### config.mk
export PLATFORM = sky130hd
export DESIGN_NAME = preemptive_priority_scheduler
export DESIGN_NICKNAME = d
export VERILOG_FILES = /design/src/rtl/pps_pkg.sv /design/src/rtl/pps_ctrl.sv /design/src/rtl/pps_datapath.sv /design/src/rtl/preemptive_priority_scheduler.sv
export SDC_FILE = /design/constraint.sdc
export NUM_CORES = 1
export LEC_CHECK = 0
export ABC_AREA = 0
export ABC_CLOCK_PERIOD_IN_PS = 8000
export BUFFER_PORTS_ARGS = -buffer_cell sky130_fd_sc_hd__buf_4
export CORE_AREA = 2 2 282 284
export CTS_CLUSTER_DIAMETER = 40
export DETAILED_ROUTE_END_ITERATION = 7
export DIE_AREA = 0 0 284 286
export HOLD_SLACK_MARGIN = 0.06
export PLACE_DENSITY = 0.71
export SYNTH_ARGS = -nofsm -noshare
export SYNTH_HDL_FRONTEND = slang
export SYNTH_SLANG_ARGS = --single-unit
### constraint.sdc
create_clock -name i_clk -period 8 [get_ports i_clk]
set_clock_uncertainty 0.1 [all_clocks]
set_input_delay 0.8 -clock i_clk [delete_from_list [all_inputs] [get_ports i_clk]]
set_output_delay 0.8 -clock i_clk [all_outputs]
set_load 0.005 [all_outputs]
### src/rtl/pps_pkg.sv
`timescale 1ns / 1ps
`default_nettype none

package pps_pkg;

    localparam int MAX_ENTRIES_DEF = 16;
    localparam int TIME_W          = 16;
    localparam int PRIO_W          = 8;
    localparam int SLOT_W          = 4;
    localparam int CMD_W           = 2;
    localparam int STATUS_W        = 2;

    localparam logic [TIME_W-1:0] TIME_MAX = '1;

    localparam logic [CMD_W-1:0] CMD_LOAD  = 2'd0;
    localparam logic [CMD_W-1:0] CMD_TICK  = 2'd1;
    localparam logic [CMD_W-1:0] CMD_CLEAR = 2'd2;

    localparam logic [STATUS_W-1:0] STATUS_OK         = 2'd0;
    localparam logic [STATUS_W-1:0] STATUS_FULL       = 2'd1;
    localparam logic [STATUS_W-1:0] STATUS_ZERO_BURST = 2'd2;

    typedef struct packed {
        logic [CMD_W-1:0]  command;
        logic [TIME_W-1:0] arrival_time;
        logic [TIME_W-1:0] burst_length;
        logic [PRIO_W-1:0] prio;
    } t_in;

    typedef struct packed {
        logic [STATUS_W-1:0] status;
        logic                ran;
        logic [SLOT_W-1:0]   slot;
        logic                finished;
        logic [TIME_W-1:0]   completion_time;
        logic [TIME_W-1:0]   turnaround;
        logic [TIME_W-1:0]   waiting;
        logic                all_done;
    } t_out;

    typedef struct packed {
        logic [TIME_W-1:0] arrival;
        logic [TIME_W-1:0] burst;
        logic [TIME_W-1:0] remaining;
        logic [PRIO_W-1:0] prio;
    } t_entry;

    typedef enum logic [2:0] {
        S_IDLE,
        S_SCAN,
        S_DRAIN,
        S_FETCH,
        S_UPDATE
    } t_state;

    typedef struct packed {
        logic accept;
        logic scan_rd;
        logic best_rd;
        logic update;
    } t_ctrl;

    typedef struct packed {
        logic is_tick;
        logic count_zero;
        logic scan_last;
    } t_stat;

endpackage

`default_nettype wire

### src/rtl/pps_ctrl.sv
`timescale 1ns / 1ps
`default_nettype none

module pps_ctrl (
    input  wire logic           i_clk,
    input  wire logic           i_rst_n,
    input  wire logic           start,
    input  wire pps_pkg::t_stat i_stat,
    output pps_pkg::t_ctrl      o_ctrl,
    output logic                busy
);
    import pps_pkg::*;

    t_state r_state;
    t_state n_state;

    always_ff @(posedge i_clk) begin
        if (!i_rst_n) begin
            r_state <= S_IDLE;
        end else begin
            r_state <= n_state;
        end
    end

    always_comb begin
        n_state = r_state;
        o_ctrl  = '0;
        busy    = 1'b1;
        unique case (r_state)
            S_IDLE: begin
                busy = 1'b0;
                if (start) begin
                    o_ctrl.accept = 1'b1;
                    if (i_stat.is_tick) begin
                        n_state = i_stat.count_zero ? S_FETCH : S_SCAN;
                    end
                end
            end
            S_SCAN: begin
                o_ctrl.scan_rd = 1'b1;
                if (i_stat.scan_last) begin
                    n_state = S_DRAIN;
                end
            end
            S_DRAIN: begin
                n_state = S_FETCH;
            end
            S_FETCH: begin
                o_ctrl.best_rd = 1'b1;
                n_state = S_UPDATE;
            end
            S_UPDATE: begin
                o_ctrl.update = 1'b1;
                n_state = S_IDLE;
            end
            default: begin
                n_state = S_IDLE;
            end
        endcase
    end

endmodule

`default_nettype wire

### src/rtl/pps_datapath.sv
`timescale 1ns / 1ps
`default_nettype none

module pps_datapath #(
    parameter int MAX_ENTRIES = pps_pkg::MAX_ENTRIES_DEF
) (
    input  wire logic           i_clk,
    input  wire logic           i_rst_n,
    input  wire pps_pkg::t_in   i_in,
    input  wire pps_pkg::t_ctrl i_ctrl,
    output pps_pkg::t_stat      o_stat,
    output logic                o_valid,
    output pps_pkg::t_out       o_result
);
    import pps_pkg::*;

    localparam int IDX_W = $clog2(MAX_ENTRIES);
    localparam int CNT_W = $clog2(MAX_ENTRIES + 1);
    localparam int EXT_W = IDX_W + SLOT_W;

    t_entry r_mem [MAX_ENTRIES];
    t_entry r_rd_data;

    logic [MAX_ENTRIES-1:0] r_done, n_done;
    logic [CNT_W-1:0]       r_entry_count, n_entry_count;
    logic [CNT_W-1:0]       r_done_count, n_done_count;
    logic [TIME_W-1:0]      r_now, n_now;
    logic [IDX_W-1:0]       r_scan_idx, n_scan_idx;
    logic [IDX_W-1:0]       r_rd_idx;
    logic                   r_rd_vld;
    logic [IDX_W-1:0]       r_best_idx, n_best_idx;
    logic [PRIO_W-1:0]      r_best_prio, n_best_prio;
    logic                   r_found, n_found;
    logic                   r_valid, n_valid;
    t_out                   r_res, n_res;

    logic [IDX_W-1:0]  rd_addr;
    logic              wr_en;
    logic [IDX_W-1:0]  wr_addr;
    t_entry            wr_data;
    logic [IDX_W-1:0]  load_idx;
    logic [EXT_W-1:0]  load_ext;
    logic [EXT_W-1:0]  best_ext;
    logic              ready;
    logic [TIME_W-1:0] now_next;
    logic [TIME_W-1:0] rem_new;
    logic [TIME_W-1:0] tat;

    assign load_idx = r_entry_count[IDX_W-1:0];
    assign load_ext = EXT_W'(load_idx);
    assign best_ext = EXT_W'(r_best_idx);
    assign rd_addr  = i_ctrl.best_rd ? r_best_idx : r_scan_idx;
    assign now_next = (r_now == TIME_MAX) ? r_now : r_now + 1'b1;
    assign rem_new  = r_rd_data.remaining - 1'b1;
    assign tat      = now_next - r_rd_data.arrival;
    assign ready    = r_rd_vld && !r_done[r_rd_idx] && (r_rd_data.remaining != '0)
                      && (r_rd_data.arrival <= r_now);

    assign o_stat.is_tick    = (i_in.command == CMD_TICK);
    assign o_stat.count_zero = (r_entry_count == '0);
    assign o_stat.scan_last  = ((CNT_W'(r_scan_idx) + 1'b1) == r_entry_count);

    always_comb begin
        n_done        = r_done;
        n_entry_count = r_entry_count;
        n_done_count  = r_done_count;
        n_now         = r_now;
        n_scan_idx    = r_scan_idx;
        n_best_idx    = r_best_idx;
        n_best_prio   = r_best_prio;
        n_found       = r_found;
        n_valid       = 1'b0;
        n_res         = '0;
        wr_en         = 1'b0;
        wr_addr       = load_idx;
        wr_data.arrival   = i_in.arrival_time;
        wr_data.burst     = i_in.burst_length;
        wr_data.remaining = i_in.burst_length;
        wr_data.prio      = i_in.prio;

        if (i_ctrl.accept) begin
            n_scan_idx  = '0;
            n_best_idx  = '0;
            n_best_prio = '0;
            n_found     = 1'b0;
            unique case (i_in.command)
                CMD_LOAD: begin
                    n_valid = 1'b1;
                    if (r_entry_count == CNT_W'(MAX_ENTRIES)) begin
                        n_res.status = STATUS_FULL;
                    end else if (i_in.burst_length == '0) begin
                        n_res.status = STATUS_ZERO_BURST;
                    end else begin
                        wr_en              = 1'b1;
                        n_done[load_idx]   = 1'b0;
                        n_entry_count      = r_entry_count + 1'b1;
                        n_res.slot         = load_ext[SLOT_W-1:0];
                    end
                end
                CMD_CLEAR: begin
                    n_valid       = 1'b1;
                    n_done        = '0;
                    n_entry_count = '0;
                    n_done_count  = '0;
                    n_now         = '0;
                end
                CMD_TICK: begin
                end
                default: begin
                    n_valid = 1'b1;
                end
            endcase
        end

        if (i_ctrl.scan_rd) begin
            n_scan_idx = r_scan_idx + 1'b1;
        end

        if (ready && (!r_found || (r_rd_data.prio < r_best_prio))) begin
            n_found     = 1'b1;
            n_best_idx  = r_rd_idx;
            n_best_prio = r_rd_data.prio;
        end

        if (i_ctrl.update) begin
            n_valid = 1'b1;
            n_now   = now_next;
            if (r_found) begin
                wr_en             = 1'b1;
                wr_addr           = r_best_idx;
                wr_data           = r_rd_data;
                wr_data.remaining = rem_new;
                n_res.ran         = 1'b1;
                n_res.slot        = best_ext[SLOT_W-1:0];
                if (rem_new == '0) begin
                    n_done[r_best_idx]    = 1'b1;
                    n_done_count          = r_done_count + 1'b1;
                    n_res.finished        = 1'b1;
                    n_res.completion_time = now_next;
                    n_res.turnaround      = tat;
                    n_res.waiting         = (tat >= r_rd_data.burst) ?
                                            tat - r_rd_data.burst : '0;
                end
            end
        end
    end

    always_ff @(posedge i_clk) begin
        if (wr_en) begin
            r_mem[wr_addr] <= wr_data;
        end
        r_rd_data <= r_mem[rd_addr];
    end

    always_ff @(posedge i_clk) begin
        if (!i_rst_n) begin
            r_done        <= '0;
            r_entry_count <= '0;
            r_done_count  <= '0;
            r_now         <= '0;
            r_scan_idx    <= '0;
            r_rd_vld      <= 1'b0;
            r_found       <= 1'b0;
            r_valid       <= 1'b0;
        end else begin
            r_done        <= n_done;
            r_entry_count <= n_entry_count;
            r_done_count  <= n_done_count;
            r_now         <= n_now;
            r_scan_idx    <= n_scan_idx;
            r_rd_vld      <= i_ctrl.scan_rd;
            r_found       <= n_found;
            r_valid       <= n_valid;
        end
    end

    always_ff @(posedge i_clk) begin
        r_rd_idx    <= r_scan_idx;
        r_best_idx  <= n_best_idx;
        r_best_prio <= n_best_prio;
        r_res       <= n_res;
    end

    always_comb begin
        o_result          = r_res;
        o_result.all_done = (r_done_count == r_entry_count);
    end

    assign o_valid = r_valid;

endmodule

`default_nettype wire

### src/rtl/preemptive_priority_scheduler.sv
`timescale 1ns / 1ps
`default_nettype none

// Preemptive priority scheduler over a table of MAX_ENTRIES process slots.
// A command is taken when start is high and busy is low; its single result
// appears on o_result for exactly one cycle with o_valid high, and must be
// captured then since the block cannot be stalled. Load, clear and unknown
// commands return their result in the cycle after acceptance.
// A tick walks the process table one slot per cycle through the table
// memory's single read port (no walk with an empty table), then fetches and
// updates the chosen slot: it keeps busy high until the update is done, and
// its result shows in the first cycle busy is low again, when the next
// command may already be taken.
module preemptive_priority_scheduler #(
    parameter int MAX_ENTRIES = pps_pkg::MAX_ENTRIES_DEF
) (
    input  wire logic           i_clk,
    input  wire logic           i_rst_n,
    input  wire logic           start,
    input  wire pps_pkg::t_in   i_in,
    output logic                busy,
    output logic                o_valid,
    output pps_pkg::t_out       o_result
);
    import pps_pkg::*;

    t_ctrl ctrl;
    t_stat stat;

    pps_ctrl u_ctrl (
        .i_clk   (i_clk),
        .i_rst_n (i_rst_n),
        .start   (start),
        .i_stat  (stat),
        .o_ctrl  (ctrl),
        .busy    (busy)
    );

    pps_datapath #(
        .MAX_ENTRIES (MAX_ENTRIES)
    ) u_datapath (
        .i_clk    (i_clk),
        .i_rst_n  (i_rst_n),
        .i_in     (i_in),
        .i_ctrl   (ctrl),
        .o_stat   (stat),
        .o_valid  (o_valid),
        .o_result (o_result)
    );

endmodule

`default_nettype wire

==> impl_metrics.tcl, run 1 <==
set metrics [dict create \
    status "finished, final reports clean" \
    place_hpwl_um 58300 \
    final_cell_area_um2 49000 \
    antenna_found_initial 2 \
    synth-edff-count 908 \
    gp_congestion 0.857 \
    drive_gt1_share_pct 23.3 \
    crit_fanout 16 \
    syn_avg_cell_area_um2 17.4 \
    yosys-top-cells-area "edfxtp_1 (64%), mux4_2 (12%), dfxtp_1 (7.9%)" \
    hp-class "primary input to register" \
    ios 104 \
    cts_max_path_buffers 3 \
    crit_slowest_cell "a221o_1" \
    finalSetupTns_ps 0 \
    crit_start "u_datapath.r_now[0]" \
    postSynthCellCount 2444 \
    rsz0062_at_grt "no" \
    place_worst_setup_slack_ps 2210 \
    path_class "register to register" \
    htreeDepth 3 \
    nets 2738 \
    synth_seq_area_share_pct 72.1 \
    yosysTopAreaCellShare_pct 64.1 \
    maxSlewHeadroom_pct 16.5 \
    synthAdderAreaFrac_pct 1.95 \
    cts_root_buf "clkbuf_16" \
    max_stage_delay_ps 570 \
    area_growth_pct 15.3 \
    fill_cells 5496 \
    synthTopCellsByCount "edfxtp_1 (908), mux4_2 (228), dfxtp_1 (168)" \
    cellLeakagePower_uw 0.0170 \
    wl_um 104000 \
    wl_met3_um 8410 \
    drv_slew 0 \
    clock-sinks 1076 \
    cp.required_ps 8480 \
    synthArstFlopShare_pct 0 \
    period_share_pct 73.4 \
    dieHeight_um 286 \
    synth_area_leader_cell "edfxtp_1" \
    port_buffers 103 \
    grt_max_degree 110 \
    cts_setup_buffers 0 \
    finalSetupViolations 0 \
    min-delay-start "i_in[41]" \
    place_area_um2 44900 \
    tightest_slew_ps 1240 \
    wirelength_met1_um 42200 \
    drc 0 \
    grt_pass1_wl_um 154000 \
    synth_top_family_by_area "multiplexers" \
    maxClockFrequency_ghz 0.170 \
    worstReg2RegStart "u_datapath.r_now[0]" \
    synth_compound_area_share_pct 5.87 \
    numCtsBuffers 121 \
    dieArea_um2 81200 \
    yosys_most_used_dff "edfxtp_1" \
    synth.area.mux_share_pct 12.3 \
    arrival_ps 6350 \
    max_cap_violations 0 \
    synth_xor_area_share_pct 1.09 \
    vdd_drop_max_mv 0.189 \
    power_uw 13600 \
    worst-path-buf-inv 0 \
    num_rows 103 \
    wl_per_cell_um 27.5 \
    core-area_um2 78400 \
    cts_tree "built" \
    synth_most_common_cell "edfxtp_1" \
    ant_nets 0 \
    multi_input_area_um2 11300 \
    cts_resized 0 \
    min_period_ps 5870 \
    fin_ws_ps 2130 \
    final_hold_viol_count 0 \
    cp-start-kind "register" \
    drt_iter0_drc 2825 \
    power_density_nw_per_um2 277 \
    ys_types 60 \
    final_util_pct 62.6 \
    syn_area_um2 42500 \
    hold_buffers 0 \
    synth_fp_nets 2554 \
    critPathTopFamily "compound AO/OA/AOI/OAI gates" \
    ys_seq_elements 1076 \
    vias 23663 \
    grt_overflow_total 0 \
    clk_pin_slew_ps 60 \
    cp_cell_sequence "ha_1, nand2_1, or2_2, or2_2, nor2b_1, xnor2_1, ha_1, a21o_1, a21oi_1, a21boi_0, o31a_1, o21a_1, o21ai_0, o31a_1, ha_1, and3_1, nand2b_1, nor4_1, a211oi_1, a221o_1, a2111oi_2" \
    dr_wl_met2_um 50500 \
    highest_layer "met5" \
    regArea_um2 30600 \
    worstSetupEndpointType "register" \
    drt-pass1-iter-count 6 \
    crit_top_cell "ha_1" \
    clk_latency_ps 700 \
    die_x_um 284 \
    grt_pass1_vias 23832 \
    viasPerCell 6.25 \
    start_util_pct 54.3 \
    synth-simple-area-share_pct 4.94 \
    synth_warnings 0 \
    grt_use_total_pct 25.7 \
]
==> placed cells by master (no fill, tap or decap), types with 14 or more instances in the layout <==
master     count
inv_1         77
o21ai_1       15
nand2_1      165
nand4_1       17
dfxtp_1      168
and2_1        40
buf_4        173
edfxtp_1     908
a22oi_1      121
a21o_1        21
o21ai_0       70
xor2_1        17
nor2_1        76
clkbuf_16    121
o21a_1        15
ha_1          63
o211ai_1      14
nor4_1        17
nand3_1       33
clkinv_2      16
nor2_4        20
clkbuf_1      24
xnor2_1       36
mux4_2       228
nor3_1        26
a21oi_1       50
==> kinds of logic after synthesis <==
| logic type | after synthesis |
|---|---|
| flip-flops | 1076 |
| AND/OR/NAND/NOR | 447 |
| AO/OA/AOI/OAI | 372 |
| multiplexers | 238 |
| buffers and inverters | 193 |
| adder cells (fa/ha/maj) | 65 |
| XOR/XNOR | 53 |
==> final timing paths <==
kind	endpoint	slack, ps	depth (start not counted)
max	u_datapath.o_result[14]	2130	21
min	u_datapath.o_result[55]	300	2
max reg2reg	u_datapath.o_result[14]	2130	21
min reg2reg	u_datapath.r_rd_idx[2]	350	0
==> flip-flops by register name, indices dropped and copies added, names as in the netlist, 5 cells and up <==
| register | flops |
|---|---|
| u_datapath.r_mem | 896 |
| u_datapath.o_result | 56 |
| u_datapath.r_rd_data | 56 |
| u_datapath.r_done | 16 |
| u_datapath.r_now | 16 |
| u_datapath.r_best_prio | 8 |
| u_datapath.r_done_count | 5 |
| u_datapath.r_entry_count | 5 |
==> cell type report <==
class                   instances  area share, %
flip-flops and latches       1076           62.5
multi-input cells            1175           23.1
clock buffers                 157           6.68
repair buffers                176           2.77
well taps                    1050           2.68
clock inverters                74           1.70
inverters                      78          0.597
diodes                          1        0.00510
==> metal layers <==
| metal | GRT usage [%] | vias to the layer above |
|---|---|---|
| met5 | 0 | - |
| met4 | 8.55 | 4 |
| met3 | 4.21 | 194 |
| met2 | 41.8 | 1145 |
| met1 | 35.9 | 12187 |
| li1 | - | 10133 |
==> per-stage QoR <==
stage,instances,hold slack (ps)
2_1_floorplan,2444,279
3_3_place_gp,3555,337
3_5_place_dp,3555,336
4_1_cts,3786,273
5_1_grt,3786,301
6_report,3787,305
==> power breakdown <==
part	leakage, uW	total, uW	switching [uW]	internal (uW)
combinational	0.00546	1720	960	756
sequential	0.00955	6310	112	6200
clock	0.00200	5550	2290	3260
total	0.0170	13600	3360	10200
(Power assumes the default switching activity.)
==> run 2: changes to the inputs <==
--- a/config.mk
+++ b/config.mk
@@ -6,14 +6,14 @@
 export NUM_CORES = 1
 export LEC_CHECK = 0
 export ABC_AREA = 0
-export ABC_CLOCK_PERIOD_IN_PS = 8000
+export ABC_CLOCK_PERIOD_IN_PS = 5300
 export BUFFER_PORTS_ARGS = -buffer_cell sky130_fd_sc_hd__buf_4
 export CORE_AREA = 2 2 282 284
 export CTS_CLUSTER_DIAMETER = 40
 export DETAILED_ROUTE_END_ITERATION = 7
 export DIE_AREA = 0 0 284 286
 export HOLD_SLACK_MARGIN = 0.06
-export PLACE_DENSITY = 0.71
+export PLACE_DENSITY = 0.74
 export SYNTH_ARGS = -nofsm -noshare
 export SYNTH_HDL_FRONTEND = slang
 export SYNTH_SLANG_ARGS = --single-unit
==> constraint.sdc (replaced) <==
create_clock -name i_clk -period 5.3 [get_ports i_clk]
set_clock_uncertainty 0.1 [all_clocks]
set_input_delay 0.53 -clock i_clk [delete_from_list [all_inputs] [get_ports i_clk]]
set_output_delay 0.53 -clock i_clk [all_outputs]
set_load 0.005 [all_outputs]
==> impl_metrics.tcl, run 2 (synthesized netlist as in run 1, its figures left out) <==
set metrics [dict create \
    status "finished, final reports clean" \
    place_hpwl_um 60000 \
    hp-class "primary input to register" \
    grt_overflow_total 0 \
    cp.required_ps 5790 \
    cp-start-kind "register" \
    drive_gt1_share_pct 24.6 \
    finalSetupViolations 0 \
    start_util_pct 54.3 \
    final_cell_area_um2 49700 \
    reg2reg_to "u_datapath.o_result[8]" \
    grt_use_total_pct 26.4 \
    drv_slew 0 \
    maxSlewHeadroom_pct 15.2 \
    ios 104 \
    worstHoldEndpoint "u_datapath.r_found" \
    antenna_found_initial 2 \
    min_period_ps 5110 \
    grt_pass1_wl_um 158000 \
    numCtsBuffers 119 \
    arrival_ps 5600 \
    cts_tree "built" \
    grt_max_degree 93 \
    min-delay-start "i_rst_n" \
    crit_fanout 9 \
    final_cell_mix "edfxtp_1 (908), mux4_2 (228), buf_4 (183)" \
    final_hold_viol_count 0 \
    worstReg2RegStart "u_datapath.r_now[1]" \
    dieArea_um2 81200 \
    tightest_slew_ps 1270 \
    worstSetupEndpointType "register" \
    cellLeakagePower_uw 0.0173 \
    layout.cells.non_filler 3821 \
    num_rows 103 \
    die_x_um 284 \
    top_register "u_datapath.r_mem" \
    vias 24136 \
    largest_reg_flops 896 \
    power_density_nw_per_um2 416 \
    vdd_drop_max_mv 0.270 \
    drt_iter0_drc 3047 \
    dp.cells 3585 \
    layout_commonest_cell "edfxtp_1" \
    drt-pass1-iter-count 6 \
    dieHeight_um 286 \
    whs_ps 109 \
    clock-sinks 1076 \
    area_growth_pct 17.0 \
    cts_root_buf "clkbuf_16" \
    max_cap_violations 0 \
    place_area_um2 45500 \
    htreeDepth 3 \
    port_buffers 103 \
    drc 0 \
    wl_per_cell_um 27.9 \
    period_share_pct 96.4 \
    clk_pin_slew_ps 60 \
    min_path_cells 2 \
    viasPerCell 6.32 \
    final_util_pct 63.5 \
    path_class "register to register" \
    maxClockFrequency_ghz 0.196 \
    core-area_um2 78400 \
    rr_worst_depth 20 \
    nets 2775 \
    grt_pass1_vias 24430 \
    clk_latency_ps 690 \
    finalSetupTns_ps 0 \
    r2r_slack_ps 190 \
    gp_congestion 0.906 \
    cts_max_path_buffers 3 \
    wl_um 107000 \
    ant_nets 0 \
]
## run 2: changes by cell type in the layout (fill, tap and decap cells not counted), moves of 6 or more
cell	change
buf_12	+28
buf_4	+10
clkbuf_8	-9
clkinv_1	+9
clkbuf_1	-7
clkinv_2	-7
o21ai_0	-6
o21ai_1	+6
## run 2: final cells by class
type                    instances  area [um^2]
multi-input cells            1175        11400
fillers                      5377        28600
clock inverters                84          941
flip-flops and latches       1076        30600
repair buffers                215         2000
inverters                      78          293
diodes                          3         7.51
well taps                    1050         1310
clock buffers                 140         3120
## run 2: repair_timing
| action | 4_1_cts | 5_1_grt |
|---|---|---|
| endpoints found under the setup margin | 2 | 16 |
| setup buffers | 0 | 7 |
| gates resized for setup | 2 | 19 |
| hold buffers | 1 | 0 |
| hold endpoints to repair | 2 | 0 |
| pin swaps | 0 | 8 |
## run 2: how the worst max path moves through the flow
stage,from,to,slack [ps],depth (start not counted)
final,u_datapath.r_now[1],u_datapath.o_result[8],190,20
after floorplan,u_datapath.r_now[0],u_datapath.o_result[11],110,22
after detailed placement,u_datapath.r_now[1],u_datapath.o_result[14],9,20
after global placement,u_datapath.r_now[0],u_datapath.o_result[8],110,21
after CTS,u_datapath.r_now[1],u_datapath.o_result[14],7,21
after global routing,u_datapath.r_now[1],u_datapath.o_result[8],-40,20
## run 2: critical path: stages, from the launching register on
cell,delay [ps]
dfxtp_1,340
ha_1,170
nand2_1,80
or2_2,320
or2_2,360
nor2b_2,210
xnor2_2,150
ha_1,360
a21o_1,210
a21oi_2,150
a21boi_1,110
o21ai_0,220
a21oi_2,120
ha_2,390
nand4_1,160
o211ai_1,370
a221oi_2,120
o21a_1,220
a221o_1,450
buf_4,210
nor3_1,190
## run 2: metal layers
layer / part of all wire (%) / GRT usage (%)
met5: 0 / 0
met4: 3.0 / 8.93
met3: 9.5 / 5.20
met2: 49 / 43.3
met1: 38 / 35.8
## run 2: metrics by stage
| stage | power, uW | setup WS [ps] |
|---|---|---|
| 5_1_grt | 21300 | -40.6 |
| 3_5_place_dp | 12300 | 9.44 |
| 3_3_place_gp | 12300 | 106 |
| 4_1_cts | 20700 | 6.92 |
| 6_report | 20700 | 189 |
| 2_1_floorplan | 11600 | 111 |
## run 2: where the power goes
part	internal [uW]	total, uW	switching, uW	leakage [uW]
registers	9360	9530	172	0.00955
logic	1230	2750	1520	0.00577
clock network	4990	8390	3400	0.00195
total	15600	20700	5090	0.0173
